[src/assert_macros.svh]
// Assertion helpers for the RTL; lmfps_back is the file that includes them.
`ifndef ASSERT_MACROS_SVH
`define ASSERT_MACROS_SVH

// Same-cycle implication.
`define LMFPS_ASSERT_IMPLY(lbl, clk, rst, ante, cons) \
   lbl: assert property (@(posedge clk) disable iff (rst) (ante) |-> (cons)) \
      else $error("lmfps: same-cycle check failed");

// Next-cycle implication.
`define LMFPS_ASSERT_NEXT(lbl, clk, rst, ante, cons) \
   lbl: assert property (@(posedge clk) disable iff (rst) (ante) |=> (cons)) \
      else $error("lmfps: next-cycle check failed");

`endif

[src/lmfps_pkg.sv]
package lmfps_pkg;

   localparam logic [1:0] OP_SET_ONE = 2'd0;
   localparam logic [1:0] OP_SET_ALL = 2'd1;
   localparam logic [1:0] OP_FADE    = 2'd2;
   localparam logic [1:0] OP_SCAN    = 2'd3;

   localparam logic [1:0] ST_RED    = 2'd0;
   localparam logic [1:0] ST_GREEN  = 2'd1;
   localparam logic [1:0] ST_OFF    = 2'd2;
   localparam logic [1:0] ST_YELLOW = 2'd3;

   localparam logic [2:0] CSR_LEVEL_RED          = 3'd0;
   localparam logic [2:0] CSR_LEVEL_GREEN        = 3'd1;
   localparam logic [2:0] CSR_LEVEL_YELLOW_RED   = 3'd2;
   localparam logic [2:0] CSR_LEVEL_YELLOW_GREEN = 3'd3;
   localparam logic [2:0] CSR_WAIT_STEP          = 3'd4;

   localparam logic [6:0] ON_R  = 7'd84;
   localparam logic [6:0] ON_G  = 7'd64;
   localparam logic [6:0] ON_YR = 7'd84;
   localparam logic [6:0] ON_YG = 7'd30;
   localparam logic [5:0] WAIT_RESET = 6'd10;

   localparam logic signed [8:0] CUR_FLOOR = -9'sd255;

   localparam logic [7:0] SLOT_LEVEL [32] = '{
      8'd192, 8'd40,  8'd224, 8'd8,   8'd24,  8'd152, 8'd128, 8'd104,
      8'd184, 8'd16,  8'd88,  8'd216, 8'd208, 8'd240, 8'd176, 8'd232,
      8'd200, 8'd32,  8'd160, 8'd72,  8'd248, 8'd80,  8'd56,  8'd112,
      8'd136, 8'd0,   8'd48,  8'd144, 8'd168, 8'd64,  8'd96,  8'd120
   };

   typedef struct packed {
      logic [6:0] level_red;
      logic [6:0] level_green;
      logic [6:0] level_yellow_red;
      logic [6:0] level_yellow_green;
      logic [5:0] wait_step;
   } cfg_type;

   typedef struct packed {
      logic [1:0] op;
      logic [3:0] led_index;
      logic [1:0] led_state;
      logic       all_red;
      logic       all_green;
      logic [2:0] column;
      logic       col_ok;
      logic [7:0] level;
   } cmd_type;

   // Add with saturation at the current floor.
   function automatic logic signed [8:0] add_floor(logic signed [8:0] a,
                                                   logic signed [8:0] b);
      logic signed [9:0] s;
      s = $signed({a[8], a}) + $signed({b[8], b});
      if (s < $signed({CUR_FLOOR[8], CUR_FLOOR})) begin
         return CUR_FLOOR;
      end
      return s[8:0];
   endfunction

endpackage

[src/lmfps_front.sv]
module lmfps_front #(
   parameter int NUM_COLUMNS = 6,
   parameter int PWM_SLOTS   = 32
) (
   input  logic                clock,
   input  logic                reset,
   input  logic                req_tvalid,
   output logic                req_tready,
   input  logic [15:0]         req_tdata,
   input  logic [1:0]          req_tuser,
   output logic                push_valid,
   input  logic                push_ready,
   output lmfps_pkg::cmd_type  push_cmd
);

   lmfps_pkg::cmd_type cmd_ff;
   lmfps_pkg::cmd_type cmd_in;
   logic               valid_ff;
   logic [5:0]         slot;

   always_comb begin
      // fold the slot into the PWM period: at most three subtractions
      slot = {1'b0, req_tdata[12:8]};
      for (int k = 0; k < 3; k++) begin
         if (int'(slot) >= PWM_SLOTS) begin
            slot = slot - 6'(PWM_SLOTS);
         end
      end
      cmd_in.op        = req_tuser;
      cmd_in.led_index = req_tdata[3:0];
      cmd_in.led_state = req_tdata[5:4];
      cmd_in.all_red   = req_tdata[6];
      cmd_in.all_green = req_tdata[7];
      cmd_in.column    = req_tdata[15:13];
      cmd_in.col_ok    = int'(req_tdata[15:13]) < NUM_COLUMNS;
      cmd_in.level     = lmfps_pkg::SLOT_LEVEL[slot[4:0]];
   end

   assign req_tready = !valid_ff || push_ready;
   assign push_valid = valid_ff;
   assign push_cmd   = cmd_ff;

   always_ff @(posedge clock) begin
      if (reset) begin
         valid_ff <= 1'b0;
      end else begin
         if (req_tvalid && req_tready) begin
            valid_ff <= 1'b1;
            cmd_ff   <= cmd_in;
         end else if (push_ready) begin
            valid_ff <= 1'b0;
         end
      end
   end

endmodule

[src/lmfps_queue.sv]
module lmfps_queue (
   input  logic                clock,
   input  logic                reset,
   input  logic                push_valid,
   output logic                push_ready,
   input  lmfps_pkg::cmd_type  push_cmd,
   output logic                pop_valid,
   input  logic                pop_ready,
   output lmfps_pkg::cmd_type  pop_cmd
);

   localparam int DEPTH = 2;
   localparam int PTR_W = $clog2(DEPTH);

   lmfps_pkg::cmd_type     entry_ff [DEPTH];
   logic [PTR_W-1:0]       wr_ptr_ff;
   logic [PTR_W-1:0]       rd_ptr_ff;
   logic [PTR_W:0]         count_ff;
   logic                   push;
   logic                   pop;

   assign push_ready = int'(count_ff) < DEPTH;
   assign pop_valid  = count_ff != '0;
   assign pop_cmd    = entry_ff[rd_ptr_ff];
   assign push       = push_valid && push_ready;
   assign pop        = pop_valid && pop_ready;

   always_ff @(posedge clock) begin
      if (reset) begin
         wr_ptr_ff <= '0;
         rd_ptr_ff <= '0;
         count_ff  <= '0;
      end else begin
         if (push) begin
            entry_ff[wr_ptr_ff] <= push_cmd;
            wr_ptr_ff           <= wr_ptr_ff + 1'b1;
         end
         if (pop) begin
            rd_ptr_ff <= rd_ptr_ff + 1'b1;
         end
         if (push && !pop) begin
            count_ff <= count_ff + 1'b1;
         end else if (pop && !push) begin
            count_ff <= count_ff - 1'b1;
         end
      end
   end

endmodule

[src/lmfps_back.sv]
`include "assert_macros.svh"

module lmfps_back #(
   parameter int NUM_CHANNELS  = 30,
   parameter int NUM_ROWS      = 5,
   parameter int STAGGER_COUNT = 14
) (
   input  logic                clock,
   input  logic                reset,
   input  lmfps_pkg::cfg_type  cfg,
   input  logic                pop_valid,
   output logic                pop_ready,
   input  lmfps_pkg::cmd_type  pop_cmd,
   output logic                rsp_tvalid,
   input  logic                rsp_tready,
   output logic [7:0]          rsp_tdata
);

   localparam int HALF     = NUM_CHANNELS / 2;
   localparam int CH_W     = (NUM_CHANNELS > 1) ? $clog2(NUM_CHANNELS) : 1;
   localparam int ROW_W    = (NUM_ROWS > 1) ? $clog2(NUM_ROWS) : 1;
   localparam int SCAN_W   = 3 + ROW_W;
   localparam int STEP_MAX = (NUM_CHANNELS > 8) ? NUM_CHANNELS : 8;
   localparam int STEP_W   = $clog2(STEP_MAX);
   localparam int EXT_W    = NUM_ROWS + 5;
   localparam logic signed [8:0] STAG_INIT =
      9'(-(STAGGER_COUNT * int'(lmfps_pkg::WAIT_RESET)));

   localparam logic [1:0] S_IDLE = 2'd0;
   localparam logic [1:0] S_RUN  = 2'd1;
   localparam logic [1:0] S_DONE = 2'd2;

   logic [1:0]              state_ff;
   lmfps_pkg::cmd_type      cmd_ff;
   logic [STEP_W-1:0]       step_ff;
   logic [6:0]              target_ff  [NUM_CHANNELS];
   logic signed [8:0]       current_ff [NUM_CHANNELS];
   logic signed [8:0]       stagger_ff;
   logic signed [8:0]       minus_ff;
   logic                    tz_ff;
   logic [NUM_ROWS-1:0]     drive_ff;
   logic                    moved_ff;
   logic                    rsp_valid_ff;
   logic [4:0]              rsp_row_ff;
   logic                    rsp_on_ff;
   logic                    rsp_fade_ff;

   logic [CH_W-1:0]         red_addr;
   logic [CH_W-1:0]         green_addr;
   logic                    idx_ok;
   logic [SCAN_W-1:0]       scan_ch;
   logic                    ch_ok;
   logic [CH_W-1:0]         addr;
   logic [6:0]              rd_t;
   logic signed [8:0]       rd_c;
   logic signed [8:0]       tgt_s;
   logic                    we_t;
   logic                    we_c;
   logic [6:0]              wd_t;
   logic signed [8:0]       wd_c;
   logic                    last;
   logic                    hit;
   logic                    moved_now;
   logic                    both_zero;
   logic signed [8:0]       minus;
   logic [6:0]              set_r;
   logic [6:0]              set_g;
   logic [6:0]              all_r;
   logic [6:0]              all_g;
   logic                    out_free;
   logic [EXT_W-1:0]        drive_ext;

   always_comb begin
      red_addr   = CH_W'(cmd_ff.led_index);
      green_addr = red_addr + CH_W'(HALF);
      idx_ok     = int'(cmd_ff.led_index) < HALF;
      scan_ch    = SCAN_W'(cmd_ff.column) * SCAN_W'(NUM_ROWS)
                 + SCAN_W'(step_ff[ROW_W-1:0]);
      ch_ok      = int'(scan_ch) < NUM_CHANNELS;

      case (cmd_ff.op)
         lmfps_pkg::OP_SET_ONE: addr = (step_ff == STEP_W'(1)) ? green_addr : red_addr;
         lmfps_pkg::OP_SCAN:    addr = CH_W'(scan_ch);
         default:               addr = step_ff[CH_W-1:0];
      endcase
      rd_t  = target_ff[addr];
      rd_c  = current_ff[addr];
      tgt_s = $signed({2'b00, rd_t});

      case (cmd_ff.led_state)
         lmfps_pkg::ST_RED: begin
            set_r = cfg.level_red;
            set_g = '0;
         end
         lmfps_pkg::ST_GREEN: begin
            set_r = '0;
            set_g = cfg.level_green;
         end
         lmfps_pkg::ST_YELLOW: begin
            set_r = cfg.level_yellow_red;
            set_g = cfg.level_yellow_green;
         end
         default: begin
            set_r = '0;
            set_g = '0;
         end
      endcase
      all_r = cmd_ff.all_red ?
              (cmd_ff.all_green ? cfg.level_yellow_red : cfg.level_red) : '0;
      all_g = cmd_ff.all_green ?
              (cmd_ff.all_red ? cfg.level_yellow_green : cfg.level_green) : '0;

      both_zero = tz_ff && (rd_t == '0) && (stagger_ff < 0);
      minus     = both_zero ? stagger_ff : '0;
      hit       = ch_ok && cmd_ff.col_ok
                && ($signed({rd_c[8], rd_c}) > $signed({2'b00, cmd_ff.level}));
      moved_now = tgt_s != rd_c;

      we_t = 1'b0;
      we_c = 1'b0;
      wd_t = rd_t;
      wd_c = rd_c;
      last = 1'b0;
      if (state_ff == S_RUN) begin
         case (cmd_ff.op)
            lmfps_pkg::OP_SET_ONE: begin
               // step 0 reads red, step 1 writes green, step 2 writes red
               if (!idx_ok) begin
                  last = 1'b1;
               end else if (step_ff == STEP_W'(1)) begin
                  we_t = 1'b1;
                  we_c = 1'b1;
                  wd_t = set_g;
                  wd_c = lmfps_pkg::add_floor(rd_c, minus);
               end else if (step_ff == STEP_W'(2)) begin
                  we_t = 1'b1;
                  we_c = 1'b1;
                  wd_t = set_r;
                  wd_c = lmfps_pkg::add_floor(rd_c, minus_ff);
                  last = 1'b1;
               end
            end
            lmfps_pkg::OP_SET_ALL: begin
               we_t = 1'b1;
               wd_t = (int'(step_ff) < HALF) ? all_r : all_g;
               last = int'(step_ff) == NUM_CHANNELS - 1;
            end
            lmfps_pkg::OP_FADE: begin
               we_c = moved_now;
               wd_c = (tgt_s > rd_c) ? rd_c + 9'sd1 : rd_c - 9'sd1;
               last = int'(step_ff) == NUM_CHANNELS - 1;
            end
            default: begin
               last = int'(step_ff) == NUM_ROWS - 1;
            end
         endcase
      end
   end

   assign out_free   = !rsp_valid_ff || rsp_tready;
   assign pop_ready  = state_ff == S_IDLE;
   assign drive_ext  = EXT_W'(drive_ff);
   assign rsp_tvalid = rsp_valid_ff;
   assign rsp_tdata  = {1'b0, rsp_fade_ff, rsp_on_ff, rsp_row_ff};

   always_ff @(posedge clock) begin
      if (reset) begin
         state_ff     <= S_IDLE;
         stagger_ff   <= STAG_INIT;
         rsp_valid_ff <= 1'b0;
         for (int i = 0; i < NUM_CHANNELS; i++) begin
            target_ff[i]  <= '0;
            current_ff[i] <= '0;
         end
      end else begin
         if (we_t) begin
            target_ff[addr] <= wd_t;
         end
         if (we_c) begin
            current_ff[addr] <= wd_c;
         end
         if (state_ff == S_DONE && out_free) begin
            rsp_valid_ff <= 1'b1;
         end else if (rsp_tready) begin
            rsp_valid_ff <= 1'b0;
         end
         case (state_ff)
            S_IDLE: begin
               if (pop_valid) begin
                  cmd_ff   <= pop_cmd;
                  step_ff  <= '0;
                  drive_ff <= '0;
                  moved_ff <= 1'b0;
                  state_ff <= S_RUN;
               end
            end
            S_RUN: begin
               step_ff <= step_ff + 1'b1;
               if (cmd_ff.op == lmfps_pkg::OP_SET_ONE) begin
                  if (step_ff == '0) begin
                     tz_ff <= rd_t == '0;
                  end else if (step_ff == STEP_W'(1)) begin
                     minus_ff <= minus;
                     if (both_zero) begin
                        stagger_ff <= stagger_ff + $signed({3'b000, cfg.wait_step});
                     end
                  end
               end
               if (cmd_ff.op == lmfps_pkg::OP_FADE && moved_now) begin
                  moved_ff <= 1'b1;
               end
               if (cmd_ff.op == lmfps_pkg::OP_SCAN) begin
                  drive_ff[step_ff[ROW_W-1:0]] <= hit;
               end
               if (last) begin
                  state_ff <= S_DONE;
               end
            end
            S_DONE: begin
               if (out_free) begin
                  rsp_row_ff  <= drive_ext[4:0];
                  rsp_on_ff   <= |drive_ff;
                  rsp_fade_ff <= moved_ff;
                  state_ff    <= S_IDLE;
               end
            end
            default: begin
               state_ff <= S_IDLE;
            end
         endcase
      end
   end

   `LMFPS_ASSERT_IMPLY(a_stagger_bound, clock, reset, 1'b1, stagger_ff < 9'sd63)
   `LMFPS_ASSERT_IMPLY(a_current_floor, clock, reset, we_c, wd_c >= lmfps_pkg::CUR_FLOOR)
   `LMFPS_ASSERT_IMPLY(a_drive_scan_only, clock, reset,
                       state_ff == S_DONE && cmd_ff.op != lmfps_pkg::OP_SCAN, drive_ff == '0)
   `LMFPS_ASSERT_IMPLY(a_moved_fade_only, clock, reset,
                       state_ff == S_DONE && cmd_ff.op != lmfps_pkg::OP_FADE, !moved_ff)
   `LMFPS_ASSERT_NEXT(a_result_issued, clock, reset,
                      state_ff == S_DONE && out_free, rsp_valid_ff && state_ff == S_IDLE)

endmodule

[src/led_matrix_fade_pwm_scanner.sv]
// Channel  Direction  Contents
// req      in         tdata: led_index, led_state, all_red, all_green, pwm_slot, column
//                     tuser: req_type
// rsp      out        tdata: row_drive, column_on, fading
// csr      in         csr_index selects a level or wait_step register, csr_data
//
// A set request reads red, then writes green and red; an LED beyond the matrix is only read.
// Scan, set-all and fade walk the back end's store one entry a cycle.
// A two-entry queue and the front register take new requests while the back end works.
// A held rsp beat stalls the back end; once the queue and front register fill, req_tready
// drops. csr writes are always ready.
// Synchronous reset clears all brightness state; no clearing pass follows.
module led_matrix_fade_pwm_scanner #(
   parameter int NUM_CHANNELS  = 30,
   parameter int NUM_ROWS      = 5,
   parameter int NUM_COLUMNS   = 6,
   parameter int PWM_SLOTS     = 32,
   parameter int STAGGER_COUNT = 14
) (
   input  logic        clock,
   input  logic        reset,
   input  logic        req_tvalid,
   output logic        req_tready,
   // [3:0] led_index, [5:4] led_state, [6] all_red, [7] all_green,
   // [12:8] pwm_slot, [15:13] column
   input  logic [15:0] req_tdata,
   // [1:0] req_type
   input  logic [1:0]  req_tuser,
   output logic        rsp_tvalid,
   input  logic        rsp_tready,
   // [4:0] row_drive, [5] column_on, [6] fading, [7] zero
   output logic [7:0]  rsp_tdata,
   input  logic        csr_valid,
   output logic        csr_ready,
   input  logic [2:0]  csr_index,
   input  logic [6:0]  csr_data
);

   lmfps_pkg::cfg_type cfg_ff;
   lmfps_pkg::cmd_type push_cmd;
   lmfps_pkg::cmd_type pop_cmd;
   logic               push_valid;
   logic               push_ready;
   logic               pop_valid;
   logic               pop_ready;

   assign csr_ready = 1'b1;

   always_ff @(posedge clock) begin
      if (reset) begin
         cfg_ff.level_red          <= lmfps_pkg::ON_R;
         cfg_ff.level_green        <= lmfps_pkg::ON_G;
         cfg_ff.level_yellow_red   <= lmfps_pkg::ON_YR;
         cfg_ff.level_yellow_green <= lmfps_pkg::ON_YG;
         cfg_ff.wait_step          <= lmfps_pkg::WAIT_RESET;
      end else if (csr_valid && csr_ready) begin
         case (csr_index)
            lmfps_pkg::CSR_LEVEL_RED:          cfg_ff.level_red          <= csr_data;
            lmfps_pkg::CSR_LEVEL_GREEN:        cfg_ff.level_green        <= csr_data;
            lmfps_pkg::CSR_LEVEL_YELLOW_RED:   cfg_ff.level_yellow_red   <= csr_data;
            lmfps_pkg::CSR_LEVEL_YELLOW_GREEN: cfg_ff.level_yellow_green <= csr_data;
            lmfps_pkg::CSR_WAIT_STEP:          cfg_ff.wait_step          <= csr_data[5:0];
            default: begin
               // drop writes to unknown registers
            end
         endcase
      end
   end

   lmfps_front #(
      .NUM_COLUMNS (NUM_COLUMNS),
      .PWM_SLOTS   (PWM_SLOTS)
   ) u_front (
      .clock      (clock),
      .reset      (reset),
      .req_tvalid (req_tvalid),
      .req_tready (req_tready),
      .req_tdata  (req_tdata),
      .req_tuser  (req_tuser),
      .push_valid (push_valid),
      .push_ready (push_ready),
      .push_cmd   (push_cmd)
   );

   lmfps_queue u_queue (
      .clock      (clock),
      .reset      (reset),
      .push_valid (push_valid),
      .push_ready (push_ready),
      .push_cmd   (push_cmd),
      .pop_valid  (pop_valid),
      .pop_ready  (pop_ready),
      .pop_cmd    (pop_cmd)
   );

   lmfps_back #(
      .NUM_CHANNELS  (NUM_CHANNELS),
      .NUM_ROWS      (NUM_ROWS),
      .STAGGER_COUNT (STAGGER_COUNT)
   ) u_back (
      .clock      (clock),
      .reset      (reset),
      .cfg        (cfg_ff),
      .pop_valid  (pop_valid),
      .pop_ready  (pop_ready),
      .pop_cmd    (pop_cmd),
      .rsp_tvalid (rsp_tvalid),
      .rsp_tready (rsp_tready),
      .rsp_tdata  (rsp_tdata)
   );

endmodule

[config.mk]
export PLATFORM = sky130hd
export DESIGN_NAME = led_matrix_fade_pwm_scanner
export DESIGN_NICKNAME = d
export VERILOG_FILES = /design/src/lmfps_pkg.sv /design/src/lmfps_front.sv /design/src/lmfps_queue.sv /design/src/lmfps_back.sv /design/src/led_matrix_fade_pwm_scanner.sv
export VERILOG_INCLUDE_DIRS = /design/src /design/src/src
export SDC_FILE = /design/constraint.sdc
export NUM_CORES = 1
export LEC_CHECK = 0
export BUFFER_PORTS_ARGS = -buffer_cell sky130_fd_sc_hd__buf_4
export CAP_MARGIN = 0
export CORE_ASPECT_RATIO = 1.25
export CORE_MARGIN = 2
export CORE_UTILIZATION = 55
export DETAILED_ROUTE_END_ITERATION = 10
export MAX_ROUTING_LAYER = met4
export PLACE_DENSITY = 0.71
export SLEW_MARGIN = 40
export SYNTH_ARGS = -nofsm -noshare
export SYNTH_HDL_FRONTEND = slang
export SYNTH_SLANG_ARGS = --single-unit
[constraint.sdc]
create_clock -name clock -period 8.3 [get_ports clock]
set_clock_uncertainty 0.05 [all_clocks]
set_input_delay 0.415 -clock clock [delete_from_list [all_inputs] [get_ports clock]]
set_output_delay 0.415 -clock clock [all_outputs]
set_load 0.01 [all_outputs]
==> impl_metrics.ini, run 1 <==
[die]
initial_core_util = 0.554
io_pins = 44
fp.dieH_um = 278
core-area_um2 = 59400
die_width_um = 223
rows = 100
dieArea_um2 = 61900

[yosys]
synth_top_area_share = 0.562
synth_top_area_cell = edfxtp_1
synth_cell_types = 81
synthTopCellsByCount = edfxtp_1, nand2_1, nor2_1
yosys.area_share.simple = 0.213
synth-adder-area-share = 0.0304
synth-edff-count = 616
synth_xor_area_frac = 0.00718
yosys-top-cells-area = edfxtp_1, nand2_1, nor2_1, dfxtp_1, nor2b_1
syn_avg_cell_area_um2 = 10.8
synth.mux.area_fraction = 0.0173
synth_compound_area_frac = 0.104
synthCells = 3054
yosysWarnings = 0
synth_nets = 3164
synth-seq-area-share = 0.593
async_reset_ff_frac = 0
syn_area_um2 = 32900
ys_ff_latch = 667
synth_top_family_by_area = simple AND/OR/NAND/NOR gates
yosysMostFrequentCell = edfxtp_1
yosys_most_used_dff = edfxtp_1

[place]
port_buffers = 41
hpwlAfterDp_um = 61700
gp_congestion = 0.949
place_area_um2 = 34500

[sta]
totalNegativeSetupSlack_ns = 0
fmax_mhz = 126
tightestPinTransition_ns = 0.921
rsz0062_at_grt = false
finalHoldViolCount = 0
slew_viol_final = 0
fin_crit_ns = 7.95
setup_violations = 0
fin_crit_sh = 0.957
slew_headroom = 0.383

[pwr]
p_leak_nw = 13.5
power_density_nw_per_um2 = 407
peakVddDrop_uv = 554

[global_route]
grt_max_degree = 140
grt_overflow = 0
antenna_found_initial = 0
grt_pass1_vias = 23900
grt_pass1_wl_um = 139000
grt_usage = 0.304

[clock_network]
clock_sinks = 667
cts_max_path_buffers = 3
insertion_delay_ns = 0.62
clock-root-buffer = clkbuf_16
cts_tree = done
numCtsBuffers = 67
htreeDepth = 3
path_clk_slew_ns = 0.06

[routing]
first_iter_violations = 2867
wire_per_inst_um = 23.6
viasPerCell = 6.26
drt_pass1_iterations = 7
routed_wl_um = 91600
drc_errors = 0
via_count = 24400
drt.antenna.violating_nets = 0

[worst_setup_path]
crit_fanout = 31
critPathMaxStageDelay_ns = 0.57
start_kind = flip-flop
reg2reg_slack_ns = 0.35
end_kind = flip-flop
worst_ep_arrival_time_ns = 8.25
crit_required_ns = 8.60
cpMaxStageDelayCell = fa_1
worstSetupPathType = flip-flop to flip-flop

[cells_and_area]
area_delta_synth_final_pct = 11.8
layout-drive-gt1-share = 0.109
final_area_um2 = 36800
n_fill_cell = 4695
nNetsFinal = 3187
diodes = 0

[outcome]
status = completed

[run]
maxCapViolCount = 0

[hold_path]
hp-class = primary input to flip-flop
what timing repair did:
| action | 4_1_cts | 5_1_grt |
|---|---|---|
| setup buffers | 0 | 1 |
| endpoints found under the setup margin | 0 | 57 |
| resized for setup | 0 | 4 |
| hold buffers | 18 | 0 |
| endpoints found under the hold margin | 24 | 0 |
path summary, 6_finish.rpt:
| check | start | to | depth (start not counted) |
|---|---|---|---|
| max reg2reg | u_back.step_ff[1] | u_back.current_ff[26][3] | 30 |
| min | rsp_tready | u_back.rsp_tvalid | 3 |
| max | u_back.step_ff[1] | u_back.current_ff[26][3] | 30 |
| min reg2reg | u_front.push_cmd[14] | u_queue.entry_ff[0][14] | 0 |
critical path, delay by kind of cell (launching register included):
family,cells,cell delay [ns]
XOR/XNOR,1,0.19
flip-flops,1,0.51
AND/OR/NAND/NOR,8,1.54
AO/OA/AOI/OAI,12,2.97
buffers and inverters,5,0.96
adder cells (fa/ha/maj),4,1.38
stage by stage:
stage,util,hold WS (ns),worst slack (ns),total power [mW],cells
after global routing,0.619,0.0396,0.0153,15.6,3890
after floorplan,-,0.350,1.04,8.78,3054
after detailed placement,0.580,0.388,0.568,11.9,3754
after CTS,0.619,0.00808,0.505,14.8,3889
after global placement,0.578,0.359,0.490,11.6,3747
final,0.619,0.0271,0.355,15.0,3890
cells in the final DEF, fill, tap and decap left out, drive strengths merged, types with 17 or more instances in the layout:
cell type,instances
a211oi,71
a21o,20
a21oi,92
a31oi,69
a32oi,52
and2,19
and3,75
buf,145
clkbuf,82
clkinv,26
dfxtp,51
dlygate4sd3,18
edfxtp,616
ha,72
inv,64
mux2,23
mux2i,31
nand2,543
nand2b,17
nand3,143
nor2,421
nor2b,160
nor3,23
o21ai,61
sequential cells by signal, indices dropped and copies added (netlist names):
register / cells
u_back.current_ff: 288
u_front.push_valid: 1
u_back.state_ff: 2
u_back.drive_ff: 5
u_back.stagger_ff: 9
u_back.rsp_tvalid: 1
u_back.rsp_fade_ff: 1
u_back.tz_ff: 1
u_queue.rd_ptr_ff: 1
u_back.target_ff: 224
u_queue.wr_ptr_ff: 1
u_back.rsp_row_ff: 5
u_back.step_ff: 5
u_back.moved_ff: 1
u_queue.entry_ff: 38
u_queue.count_ff: 2
u_back.cmd_ff: 19
u_front.push_cmd: 19
cfg_ff: 34
u_back.rsp_on_ff: 1
u_back.minus_ff: 9
layout make-up:
type                            count  area, µm²  area share
Clock buffer                       82       1750      0.0477
Clock inverter                     35        337     0.00915
Inverter                           61        229     0.00622
Multi-Input combinational cell   2117      12500       0.339
Sequential cell                   667      19500       0.530
Tap cell                          765        957      0.0260
Timing Repair Buffer              163       1530      0.0414
kinds of logic after synthesis:
logic type / Yosys count
fa+ha+maj: 77
buf+inv: 270
flops: 667
compound gates: 496
xor+xnor: 27
other cells: 2
simple gates: 1461
mux: 54
report_power, final:
| group | internal, mW | switching, mW |
|---|---|---|
| clock | 1.67 | 1.28 |
| sequential | 3.93 | 0.111 |
| combinational | 2.63 | 5.35 |
routing by layer:
| layer | vias to the layer above | global-route usage | routed length (µm) | share of wire |
|---|---|---|---|---|
| met5 | - | - | 0 | 0 |
| met4 | 0 | 0.151 | 4970 | 0.054 |
| met3 | 287 | 0.0368 | 6690 | 0.073 |
| met2 | 1163 | 0.507 | 45400 | 0.50 |
| met1 | 11900 | 0.366 | 34600 | 0.38 |
| li1 | 11000 | - | - | - |
(Power assumes the default switching activity.)
==> inputs of run 2 (changes only) <==
--- a/config.mk
+++ b/config.mk
@@ -8,12 +8,14 @@
 export LEC_CHECK = 0
 export BUFFER_PORTS_ARGS = -buffer_cell sky130_fd_sc_hd__buf_4
 export CAP_MARGIN = 0
+export CELL_PAD_IN_SITES_DETAIL_PLACEMENT = 0
+export CELL_PAD_IN_SITES_GLOBAL_PLACEMENT = 1
 export CORE_ASPECT_RATIO = 1.25
 export CORE_MARGIN = 2
-export CORE_UTILIZATION = 55
+export CORE_UTILIZATION = 51
 export DETAILED_ROUTE_END_ITERATION = 10
 export MAX_ROUTING_LAYER = met4
-export PLACE_DENSITY = 0.71
+export PLACE_DENSITY = 0.76
 export SLEW_MARGIN = 40
 export SYNTH_ARGS = -nofsm -noshare
 export SYNTH_HDL_FRONTEND = slang
==> run 2 against run 1 <==
Net effect:
- final area hardly changed
- clock power down 2%
- non-clock buffer count fell by 11
- global-route usage decreased by 1.3 points
- cell count rose by 2.0%
- fmax decreased by 0.69%
- largest cell class unchanged
- first-iteration DRC count shrank 19%
- combinational power decreased by 0.8%
- register-to-register slack got worse by 0.06 ns
- total power down 0.72%
- die area up 7.7%
- sequential power about the same
==> impl_metrics.ini, run 2 (synthesis results as in run 1) <==
[sta]
fmax_mhz = 125
fin_crit_ns = 8.00
tightestPinTransition_ns = 0.857
fin_crit_sh = 0.964
finalHoldViolCount = 0
whs_ns = 0.0288
slew_headroom = 0.429
slew_viol_final = 0
setup_slack_ns = 0.300
setup_violations = 0

[clock_network]
cts_tree = done
clock-root-buffer = clkbuf_16
insertion_delay_ns = 0.62
htreeDepth = 3
path_clk_slew_ns = 0.06
numCtsBuffers = 67
cts_max_path_buffers = 3
clock_sinks = 667

[cells_and_area]
largest_reg_flops = 288
area_delta_synth_final_pct = 11.8
layout-drive-gt1-share = 0.109
final_area_um2 = 36800
nNetsFinal = 3178
layout_common_cells = edfxtp_1, nand2_1, nor2_1
final_common_cell = edfxtp_1
largestRegisters = u_back.current_ff x288, u_back.target_ff x224, u_queue.entry_ff x38
largest_register = u_back.current_ff

[pwr]
clkPwrFrac = 0.195
peakVddDrop_uv = 390
comb_power_share = 0.533
internal_power_mw = 8.09
switching_power_mw = 6.77
switching_share = 0.456
pwr-share-seq = 0.273
power_density_nw_per_um2 = 404
p_leak_nw = 13.4

[global_route]
antenna_found_initial = 1
grt_overflow = 0
grt_usage = 0.291
grt_max_degree = 80
grt_pass1_vias = 23800
grt_pass1_wl_um = 142000

[worst_setup_path]
cpMaxStageDelayCell = o41ai_1
end_kind = flip-flop
worst_ep_arrival_time_ns = 8.30
critPathMaxStageDelay_ns = 0.58
crit_fanout = 32
crit_required_ns = 8.60
start_kind = flip-flop
reg2reg_to = u_back.current_ff[12][1]
reg2reg_from = u_back.step_ff[1]
reg2reg_slack_ns = 0.30
ff2ff_path_depth = 25
worstSetupPathType = flip-flop to flip-flop

[run]
maxCapViolCount = 0

[routing]
routed_wl_um = 94200
drc_errors = 0
via_count = 24000
drt.antenna.violating_nets = 0
drt_pass1_iterations = 5
viasPerCell = 6.05
wire_per_inst_um = 23.7
first_iter_violations = 2321

[place]
place_ws_ns = 0.226
hpwlAfterDp_um = 61600
gp_congestion = 0.907
port_buffers = 41
place_area_um2 = 34500

[outcome]
status = completed

[die]
rows = 104
dieArea_um2 = 66600
io_pins = 44
core-area_um2 = 64200
die_width_um = 231
fp.dieH_um = 288
initial_core_util = 0.513

[hold_path]
worstHoldStart = csr_data[4]
holdPathStages = 3
hp-class = primary input to flip-flop
min_to = cfg_ff[31]
run 2: cell types whose count changed in the layout (fill, tap and decap cells not counted), sizes merged:
cell / before / now
diode: 0 / 1
dlygate4sd3: 18 / 16
clkbuf: 82 / 91
clkinv: 26 / 24
and2: 19 / 21
buf: 145 / 136
bufinv: 5 / 2
run 2: power by group through the flow:
stage / Combinational, mW / Sequential [mW] / Clock (mW)
floorplan: 4.72 / 4.05 / 0
global placement: 7.48 / 4.11 / 0
detailed placement: 7.67 / 4.12 / 0
CTS: 7.71 / 4.05 / 2.93
global route: 8.41 / 4.07 / 3.06
finish: 7.91 / 4.05 / 2.89
run 2: worst max-delay path: cells and delay by family, from the launching register on:
| family | cells | cell delay (ns) |
|---|---|---|
| DFF | 1 | 0.51 |
| and+or+nand+nor | 5 | 1.59 |
| buffers and inverters | 5 | 1.27 |
| AOI/OAI and AO/OA | 12 | 3.25 |
| muxes | 1 | 0.47 |
| adders and majority gates | 2 | 0.52 |
run 2: worst max-delay path by stage:
stage | startpoint | to | slack, ns | depth (start not counted)
final | u_back.step_ff[1] | u_back.current_ff[12][1] | 0.30 | 25
after global routing | u_back.step_ff[1] | u_back.current_ff[20][7] | -0.03 | 29
after CTS | u_back.step_ff[1] | u_back.current_ff[31][8] | 0.19 | 29
after detailed placement | u_back.step_ff[1] | u_back.current_ff[8][7] | 0.23 | 27
after global placement | u_back.step_ff[1] | u_back.current_ff[30][8] | 0.33 | 31
after floorplan | u_back.step_ff[1] | u_back.current_ff[10][8] | 1.04 | 31
run 2: routing by layer:
layer  global-route usage  vias up  share of wire
met2                0.479      943           0.50
met1                0.366    11900           0.40
li1                     -    11000              -
met3               0.0429      189          0.072
met5                    -        -              0
met4                0.105        0          0.033
run 2: stage by stage:
step | utilization | TNS [ns] | std cells | power (mW)
3_5_place_dp | 0.537 | 0 | 3825 | 11.8
6_report | 0.574 | 0 | 3969 | 14.9
4_1_cts | 0.572 | 0 | 3962 | 14.7
2_1_floorplan | - | 0 | 3054 | 8.78
3_3_place_gp | 0.535 | 0 | 3820 | 11.6
5_1_grt | 0.574 | -0.278 | 3969 | 15.5
run 2: area by class of cell:
type	count	area, µm²
Antenna cell	1	2.50
Clock buffer	91	1820
Clock inverter	30	231
Fill cell	5457	27300
Inverter	61	230
Multi-Input combinational cell	2119	12500
Sequential cell	667	19500
Tap cell	848	1060
Timing Repair Buffer	152	1410
run 2: repair_timing:
| item | 4_1_cts | 5_1_grt |
|---|---|---|
| gates resized for setup | 0 | 16 |
| hold buffers | 16 | 0 |
| setup endpoints to repair | 0 | 280 |
| hold endpoints to repair | 18 | 0 |
| buffers inserted | 0 | 4 |
==> inputs of run 3 (changes only) <==
--- a/config.mk
+++ b/config.mk
@@ -7,7 +7,7 @@
 export NUM_CORES = 1
 export LEC_CHECK = 0
 export BUFFER_PORTS_ARGS = -buffer_cell sky130_fd_sc_hd__buf_4
-export CAP_MARGIN = 0
+export CAP_MARGIN = 20
 export CELL_PAD_IN_SITES_DETAIL_PLACEMENT = 0
 export CELL_PAD_IN_SITES_GLOBAL_PLACEMENT = 1
 export CORE_ASPECT_RATIO = 1.25
@@ -16,6 +16,7 @@
 export DETAILED_ROUTE_END_ITERATION = 10
 export MAX_ROUTING_LAYER = met4
 export PLACE_DENSITY = 0.76
+export RECOVER_POWER = 50
 export SLEW_MARGIN = 40
 export SYNTH_ARGS = -nofsm -noshare
 export SYNTH_HDL_FRONTEND = slang
==> run 3 against run 2 <==
Net effect:
- the run now ends with max-capacitance violations, max-slew violations left
- global-route usage stayed put
- critical path depth is 4 higher
- wire length is 0.35% higher
- register-to-register slack better by 0.06 ns
- via count is 0.43% higher
- clock-buffer cell count stayed put
- final area is 0.31% lower
- worst setup slack better by 0.060 ns
- first-iteration DRC count is 6.4% lower
- cell count stayed put
- sequential share of layout area is 0.16 points higher
- critical endpoint is now u_back.current_ff[31][7]
- largest cell class unchanged
==> impl_metrics.ini, run 3 (synthesis results as in run 1) <==
[worst_setup_path]
cpLargestDelayFamily = simple AND/OR/NAND/NOR gates
worst_ep_arrival_time_ns = 8.24
crit_buf_inv = 6
cpMaxStageDelayCell = edfxtp_1
start_kind = flip-flop
crit_required_ns = 8.60
path_common_cell = inv_1
crit_fanout = 39
end_kind = flip-flop
worstSetupPathType = flip-flop to flip-flop
critPathMaxStageDelay_ns = 0.51

[sta]
slew_viol_final = 134
finalHoldViolCount = 0
fin_crit_sh = 0.957
tightestPinTransition_ns = 4.22
fin_crit_ns = 7.94
fmax_mhz = 126
slew_headroom = -1.81
whs_ns = 0.0332
setup_violations = 0
setup_slack_ns = 0.359

[die]
fp.dieH_um = 288
initial_core_util = 0.513
rows = 104
io_pins = 44
core-area_um2 = 64200
dieArea_um2 = 66600
die_width_um = 231

[global_route]
grt_usage = 0.291
grt_pass1_vias = 23800
grt_max_degree = 80
grt_overflow = 0
antenna_found_initial = 1
grt_pass1_wl_um = 142000

[place]
port_buffers = 41
dp.cells = 3825
gp_congestion = 0.907
place_ws_ns = 0.226
place_area_um2 = 34500
hpwlAfterDp_um = 61600

[clock_network]
cts_max_path_buffers = 3
cts_tree = done
clock-root-buffer = clkbuf_16
insertion_delay_ns = 0.62
numCtsBuffers = 67
path_clk_slew_ns = 0.06
htreeDepth = 3
clock_sinks = 667

[cells_and_area]
area_delta_synth_final_pct = 11.5
largest_reg_flops = 288
post-route-util = 0.572
layout-drive-gt1-share = 0.0990
layout_common_cells = edfxtp_1, nand2_1, nor2_1
largest_register = u_back.current_ff
final_common_cell = edfxtp_1
nNetsFinal = 3178
final_area_um2 = 36700
layout.cells.non_filler = 3969
largestRegisters = u_back.current_ff x288, u_back.target_ff x224, u_queue.entry_ff x38

[pwr]
internal_power_mw = 8.08
comb_power_share = 0.532
pwr-share-seq = 0.273
p_leak_nw = 13.3
switching_power_mw = 6.78
peakVddDrop_uv = 384
power_density_nw_per_um2 = 405
switching_share = 0.456
clkPwrFrac = 0.195

[routing]
wl_met1_um = 37300
wire_per_inst_um = 23.8
viasPerCell = 6.08
drt.antenna.violating_nets = 0
wl_met3_um = 7040
first_iter_violations = 2173
top_layer = met4
drc_errors = 0
met2_length_um = 47000
drt_pass1_iterations = 6
routed_wl_um = 94500
via_count = 24100

[run]
maxCapViolCount = 4

[outcome]
violations = max-capacitance violations, max-slew violations
status = complete, but fails checks

[hold_path]
hp-class = primary input to flip-flop
[run 3: changes by cell type in the layout (fill, tap and decap cells not counted), moves of 3 or more]
cell      change
and2_1        -3
clkbuf_1     +21
buf_4        -33
clkbuf_4     +13
nor3_1        +3
and2_0        +3
[run 3: worst register-to-register path, delay by kind of cell, from the launching register on]
kind	cells	cell delay, ns
muxes	2	0.75
and+or+nand+nor	8	2.12
AOI/OAI and AO/OA	10	1.95
adders and majority gates	3	0.87
DFF	1	0.51
buffers and inverters	6	1.41
[run 3: worst paths after layout]
kind	start	end	slack, ns	cells after the start
max	u_back.step_ff[1]	u_back.current_ff[31][7]	0.36	29
min	csr_data[3]	cfg_ff[3]	0.03	3
max reg2reg	u_back.step_ff[1]	u_back.current_ff[31][7]	0.36	29
min reg2reg	u_front.push_cmd[8]	u_queue.entry_ff[1][8]	0.40	0
[run 3: repair_timing]
| item | in CTS | in global routing |
|---|---|---|
| setup endpoints to repair | 0 | 280 |
| buffers inserted | 0 | 4 |
| gates resized for setup | 0 | 16 |
| endpoints found under the hold margin | 18 | 0 |
| hold buffers | 16 | 0 |
[run 3: area by class of cell]
type | count | area [µm²]
clock inverters | 30 | 231
inverters | 61 | 230
clock buffers | 91 | 1820
repair buffers | 152 | 1330
flip-flops and latches | 667 | 19500
fillers | 5487 | 27400
well taps | 848 | 1060
multi-input cells | 2119 | 12500
diodes | 1 | 2.50
[run 3: power groups by stage]
stage | clock, mW | combinational [mW] | sequential [mW]
final | 2.90 | 7.91 | 4.06
after global routing | 3.06 | 8.40 | 4.07
after CTS | 2.93 | 7.71 | 4.05
after detailed placement | 0 | 7.67 | 4.12
after global placement | 0 | 7.48 | 4.11
after floorplan | 0 | 4.72 | 4.05
[run 3: stage by stage]
stage	power [mW]	TNS, ns
final	14.9	0
after global routing	15.5	-0.109
after CTS	14.7	0
after detailed placement	11.8	0
after global placement	11.6	0
after floorplan	8.78	0
[run 3: layer usage]
metal	track usage	vias to the layer above
met4	0.105	0
li1	-	11000
met5	-	-
met2	0.479	982
met1	0.366	11900
met3	0.0429	201
